File: src/design/sac_pkg.sv
package sac_pkg;

    localparam int CACHE_BYTES_DEF = 16384;
    localparam int LINE_BYTES_DEF  = 32;
    localparam int ADDR_BITS_DEF   = 32;

    localparam logic CFG_WAYS   = 1'b0;
    localparam logic CFG_POLICY = 1'b1;

    localparam logic [1:0] MODE_ALLOC    = 2'd0;
    localparam logic [1:0] MODE_NO_WA    = 2'd1;
    localparam logic [1:0] MODE_PF_ALL   = 2'd2;
    localparam logic [1:0] MODE_PF_MISS  = 2'd3;

    typedef struct packed {
        logic        req_type;
        logic [31:0] address;
    } t_req;

    typedef struct packed {
        logic        hit;
        logic        prefetch_filled;
        logic [31:0] hit_count;
    } t_rsp;

    typedef struct packed {
        logic start;
        logic sel_next;
        logic upd;
    } t_cmd;

    typedef struct packed {
        logic do_pref;
    } t_sts;

endpackage

File: src/design/sac_ctrl.sv
module sac_ctrl (
    input  logic          i_clk,
    input  logic          i_rst_n,
    input  logic          i_req_valid,
    output logic          o_req_stall,
    output logic          o_rsp_valid,
    input  logic          i_rsp_stall,
    input  sac_pkg::t_sts i_sts,
    output sac_pkg::t_cmd o_cmd
);

    typedef enum logic [5:0] {
        S_IDLE = 6'b000001,
        S_RD   = 6'b000010,
        S_UPD  = 6'b000100,
        S_PRD  = 6'b001000,
        S_PUPD = 6'b010000,
        S_OUT  = 6'b100000
    } t_state;

    t_state r_state;
    t_state n_state;

    always_comb begin
        n_state      = r_state;
        o_cmd        = '0;
        o_req_stall  = 1'b1;
        o_rsp_valid  = 1'b0;
        unique case (r_state)
            S_IDLE: begin
                o_req_stall = 1'b0;
                if (i_req_valid) begin
                    o_cmd.start = 1'b1;
                    n_state     = S_RD;
                end
            end
            S_RD: begin
                n_state = S_UPD;
            end
            S_UPD: begin
                o_cmd.upd = 1'b1;
                n_state   = i_sts.do_pref ? S_PRD : S_OUT;
            end
            S_PRD: begin
                o_cmd.sel_next = 1'b1;
                n_state        = S_PUPD;
            end
            S_PUPD: begin
                o_cmd.sel_next = 1'b1;
                o_cmd.upd      = 1'b1;
                n_state        = S_OUT;
            end
            S_OUT: begin
                o_rsp_valid = 1'b1;
                if (!i_rsp_stall) begin
                    n_state = S_IDLE;
                end
            end
            default: begin
                n_state = S_IDLE;
            end
        endcase
    end

    always_ff @(posedge i_clk) begin
        if (!i_rst_n) begin
            r_state <= S_IDLE;
        end else begin
            r_state <= n_state;
        end
    end

endmodule

File: config.mk
export PLATFORM = sky130hd
export DESIGN_NAME = sac_ctrl
export DESIGN_NICKNAME = d
export VERILOG_FILES = /design/src/design/sac_pkg.sv /design/src/design/sac_ctrl.sv
export SDC_FILE = /design/constraint.sdc
export NUM_CORES = 1
export LEC_CHECK = 0
export BUFFER_PORTS_ARGS = -buffer_cell sky130_fd_sc_hd__buf_4
export CAP_MARGIN = 40
export CORE_AREA = 5 5 42 44
export DETAILED_ROUTE_END_ITERATION = 6
export DIE_AREA = 0 0 47 49
export GPL_ROUTABILITY_DRIVEN = 0
export PLACE_DENSITY = 0.54
export SKIP_CTS_REPAIR_TIMING = 1
export SLEW_MARGIN = 20
export SYNTH_ARGS = -nofsm -noshare
export SYNTH_HDL_FRONTEND = slang
export SYNTH_SLANG_ARGS = --single-unit
File: constraint.sdc
create_clock -name i_clk -period 3.2 [get_ports i_clk]
set_clock_uncertainty 0.2 [all_clocks]
set_input_delay 0.64 -clock i_clk [delete_from_list [all_inputs] [get_ports i_clk]]
set_output_delay 0.64 -clock i_clk [all_outputs]
set_load 0.02 [all_outputs]
# --- Yosys cells after proc, flatten, opt, wreduce, memory -nomap -nowiden ---
# Cells that the tools add are included.
classes:
  n_addsub: 0
  mul: 0
  div_mod_pow: 0
  n_lt_le_gt_ge: 0
  n_eq_ne: 8
  shifts: 0
  n_mux: 10
  n_bitwise: 0
  n_reduce_logical: 3
op_table:
  columns: ["operator", "n"]
  rows:
  - ["one-hot mux 6 bit (6 select lines)", 1]
  - ["2-to-1 mux 6 bit", 3]
  - ["== test 6 x 1 -> 1 bit (second input constant)", 1]
  - ["== test 6 x 2 -> 1 bit (second input constant)", 1]
  - ["== test 6 x 3 -> 1 bit (second input constant)", 1]
  - ["== test 6 x 4 -> 1 bit (second input constant)", 1]
  - ["== test 6 x 5 -> 1 bit (second input constant)", 1]
  - ["== test 6 bit (second input constant)", 1]
  - ["2-to-1 mux 1 bit", 6]
  - ["inequality test 2 bit (second input constant)", 2]
  - ["OR reduction 2 bit", 2]
  - ["AND reduction 2 bit", 1]
totals:
  register_bits: 6
  latch_bits: 0
  ram_bits: 0
  mem_bits_ro: 0
  elab_cells: 22
  mem_count: 0

# --- Depth between registers and ports, before layout ---
depth:
  ltp_word: 3
  depth_mapped: 4
  mapped_depth_nobuf: 4

# --- Worst setup path before layout ---
# Ideal clock, no wire load.
synth_path:
  path_kind: "reg2out"
  from: "register r_state[1]"
  to: "output o_cmd[0] (netlist bit)"
  t_arrival_ns: 1.122
  setup_slack_ns: 1.238
  stages_incl_launch_ff: 4
  path_cell_list: "dfxtp_1 nor2_2 nand2_1 o21ai_0"
synth_lines:
  columns: ["element", "line_no", "text"]
  rows:
  - ["start: declaration", "sac_ctrl.sv:21", "t_state r_state;"]
  - ["start signal: assignment", "sac_ctrl.sv:69", "r_state <= n_state;"]
  - ["end: declaration", "sac_ctrl.sv:9", "output sac_pkg::t_cmd o_cmd"]

==> summary.md <==
The run finished with clean final reports. The number of warning messages in the yosys log was 0. The tools report the post-place setup slack as 1308 ps. The cell count after synthesis came out at 42. The count of final max-slew check failures is 0, and the final critical-path required period is 2129 ps.

The tools report the area of the placeable core as 1401 µm². dfxtp_1 takes more of the synthesized area than any other cell. Number of sinks driven by the clock tree: 6. Entering global routing, the biggest net connects 8 pins. The CTS root buffer was clkbuf_4.

Across the run, the number of max-cap violations was 0. The worst setup path is captured at an output port. Ranked by instance count, the synthesized netlist is headed by 6 x dfxtp_1, 6 x nand2_1, 5 x nor2_1. The port buffer count is 9, and the share of the yosys chip area belonging to registers is 0.3429. After synthesis the netlist holds a flip-flop and latch count of 6. Yosys mapped the design onto 22 distinct sky130hd cell types. Setup violations remaining at the end of the flow were counted as 0. IR analysis of the VDD net gives a maximum drop of 222.7 µV.

Setup repair after global routing left no endpoint under its margin. The endpoint identified for the worst register-to-register timing path is r_state[0]. TritonCTS built the clock tree. The tools report the number of standard-cell rows in the floorplan as 14. Adding up every negative setup slack in the final design gives 0 ps. The tools report the startpoint class of the critical path as a register. The HPWL after detailed placement is 624 µm. Average vias per placed instance: 4.886. Counting flops with a built-in enable in the synthesized netlist gives 0. Post-layout instance area: 460.4 µm². Initial core utilization: 0.2500. The number of cells on the worst reg-to-reg path is 4.

For the pin with the worst max-slew slack, the measured transition is 281.9 ps. The worst hold path terminates at r_state[2]. Summing every instance area after synthesis gives 350.3 µm².

The area added between synthesis and finish was 31.43%. By area the synthesized netlist is led by dfxtp_1 34%, nand2_1 6.4%, nor2_1 5.4%. The number of global-route vias before repair came out at 330. Data on the critical path is required at its endpoint by 2360 ps. The worst hold path begins at r_state[2].

Clock slew seen by the registers of the worst setup and hold paths: 40 ps. In this run the worst hold path is classified as reg -> reg. Before antenna repair, the detailed router went through 4 iterations. The number of antenna violations at the first check in global routing was 0; the final critical-path share of the clock period was 0.6653. Depth of the worst hold-timing path: 1. The maximum level of the CTS H-tree is 1, and the fraction of registers with async set/reset is 0. In the final routed layout, each cell accounts on average for 10.67 µm.

The placed instances occupy a cell area of 437.9 µm². Traced cell by cell, the critical path runs through nor2_4 -> nand4b_1 -> o21ai_0 -> buf_4. The largest registers in the layout are r_state: 6 flops. The first global-routing pass estimated 1.276 mm of wire. The ratio of cells with drive above 1 in the final layout is 0.3519, and the number of flip-flops under the largest register name is 6. The slowest stage cell on the critical path was dfxtp_1.

Ranked by flip-flop count, first place goes to r_state. For the worst-skew pair, the clock arrives at the later sink with an insertion delay of 230 ps. The floorplan step set the die height to 49 µm. The logs give 70 for the number of non-filler instances in the completed layout and 2303 µm² for the die footprint. The final layout contains 61 nets. In this run the critical register-to-register path is launched from r_state[0]. The logs give 747 µm for the aggregate routed wire length and 0.1979 nW for the leakage power.

The power per standard cell area came out at 495.0 nW/µm². For this run, the leading register cell type out of synthesis is dfxtp_1. Buffers inserted during clock tree synthesis total 3. Portion of synthesized cell area occupied by the leading cell type: 0.3429. The antenna diode count was 0. The logs give 0 for the final hold violation count and 0 for the remaining design rule violation count. Along the worst path, the maximum fanout reaches 7. The slack of the worst reg-to-reg path is 1850 ps, and the setup slack after layout is 1071 ps.

The total routing resource utilization after global routing was 0.07671; the maximum operating frequency was 469.7 MHz. After global routing the overflow that remains totals 0. For this block, the initial DRC count from the detailed router was 7.

In this run the remaining antenna-violating nets after routing total 0. Synthesized area divided by synthesized cell count: 8.341 µm². The number of instances in the placed design was 67; the synthesized net count was 47. For this block, the via count after detailed routing is 342. Counting along the longest clock path gives a buffer depth of 2. In this run the horizontal extent of the chip is 47 µm.

For this design the top-level I/O count stands at 10. The critical path is of the reg -> out type. For the arrival time of data at the critical path endpoint, the log shows 1290 ps. The relative slew slack was 0.8118.

The largest single stage delay on the critical path is 380 ps.
-- worst max-delay path by stage --
| stage | from | end | slack, ps |
|---|---|---|---|
| detailed placement | i_req_valid | o_cmd[2] | 1310 |
| floorplan | r_state[1] | o_cmd[0] | 1240 |
| finish | r_state[0] | o_cmd[0] | 1070 |
| CTS | r_state[0] | o_cmd[0] | 1050 |
| global route | r_state[0] | o_cmd[0] | 990 |
| global placement | r_state[0] | o_cmd[0] | 1300 |
-- cells in the final DEF (no fill, tap or decap) --
cell type	count
a21boi_1	1
a31oi_2	1
and2_1	1
and3_1	1
buf_4	9
clkbuf_4	3
dfxtp_1	6
inv_1	2
nand2_1	6
nand3_1	2
nand3_2	1
nand3b_1	1
nand4b_1	1
nand4b_2	1
nor2_1	5
nor2_2	3
nor2_4	1
nor3_1	1
nor3b_1	1
o211ai_1	1
o21ai_0	2
o221a_1	1
o221ai_1	1
xor2_1	2
-- power by group --
part           total [W]  internal [W]  switching, W
sequential     0.0000916     0.0000810     0.0000107
clock          0.0000665     0.0000422     0.0000242
combinational  0.0000698     0.0000315     0.0000383
-- metrics by stage --
step / utilization / hold slack [ps] / total power (W)
after CTS: 0.3286 / 321.6 / 0.0002321
after floorplan: - / 274.2 / 0.0001390
after detailed placement: 0.3125 / 313.9 / 0.0001640
final: 0.3286 / 318.2 / 0.0002279
after global routing: 0.3286 / 338.6 / 0.0002434
after global placement: 0.3125 / 322.3 / 0.0001641
-- cells by family (layout without fill, tap and decap cells) --
logic type | after synthesis | count (layout) | share of synthesized area
buffers and inverters | 2 | 14 | 0.02144
and+or+nand+nor | 25 | 25 | 0.4215
AOI/OAI and AO/OA | 7 | 7 | 0.1643
xor gates and xnor gates | 2 | 2 | 0.05001
DFF | 6 | 6 | 0.3429
-- final cells by class --
class / instances / area (µm²)
inverters: 2 / 7.507
clock buffers: 3 / 22.52
multi-input cells: 34 / 222.7
well taps: 16 / 20.02
fillers: 163 / 940.9
repair buffers: 9 / 67.56
flip-flops and latches: 6 / 120.1
-- critical path, delay by kind of cell, from the launching register on --
family                 cells  cell delay [ps]
AO/OA/AOI/OAI              1              130
buffers and inverters      1              160
flip-flops                 1              380
AND/OR/NAND/NOR            2              380
-- metal layers --
| metal | vias up | global-route usage | wire length [µm] | part of all wire |
|---|---|---|---|---|
| met3 | 2 | 0.02214 | 27 | 0.036 |
| met4 | 0 | 0.05530 | 12 | 0.016 |
| met5 | - | 0 | 0 | 0 |
| li1 | 176 | - | - | - |
| met2 | 8 | 0.1109 | 344 | 0.46 |
| met1 | 156 | 0.09211 | 363 | 0.49 |
Power figures use the tool's default switching activity.
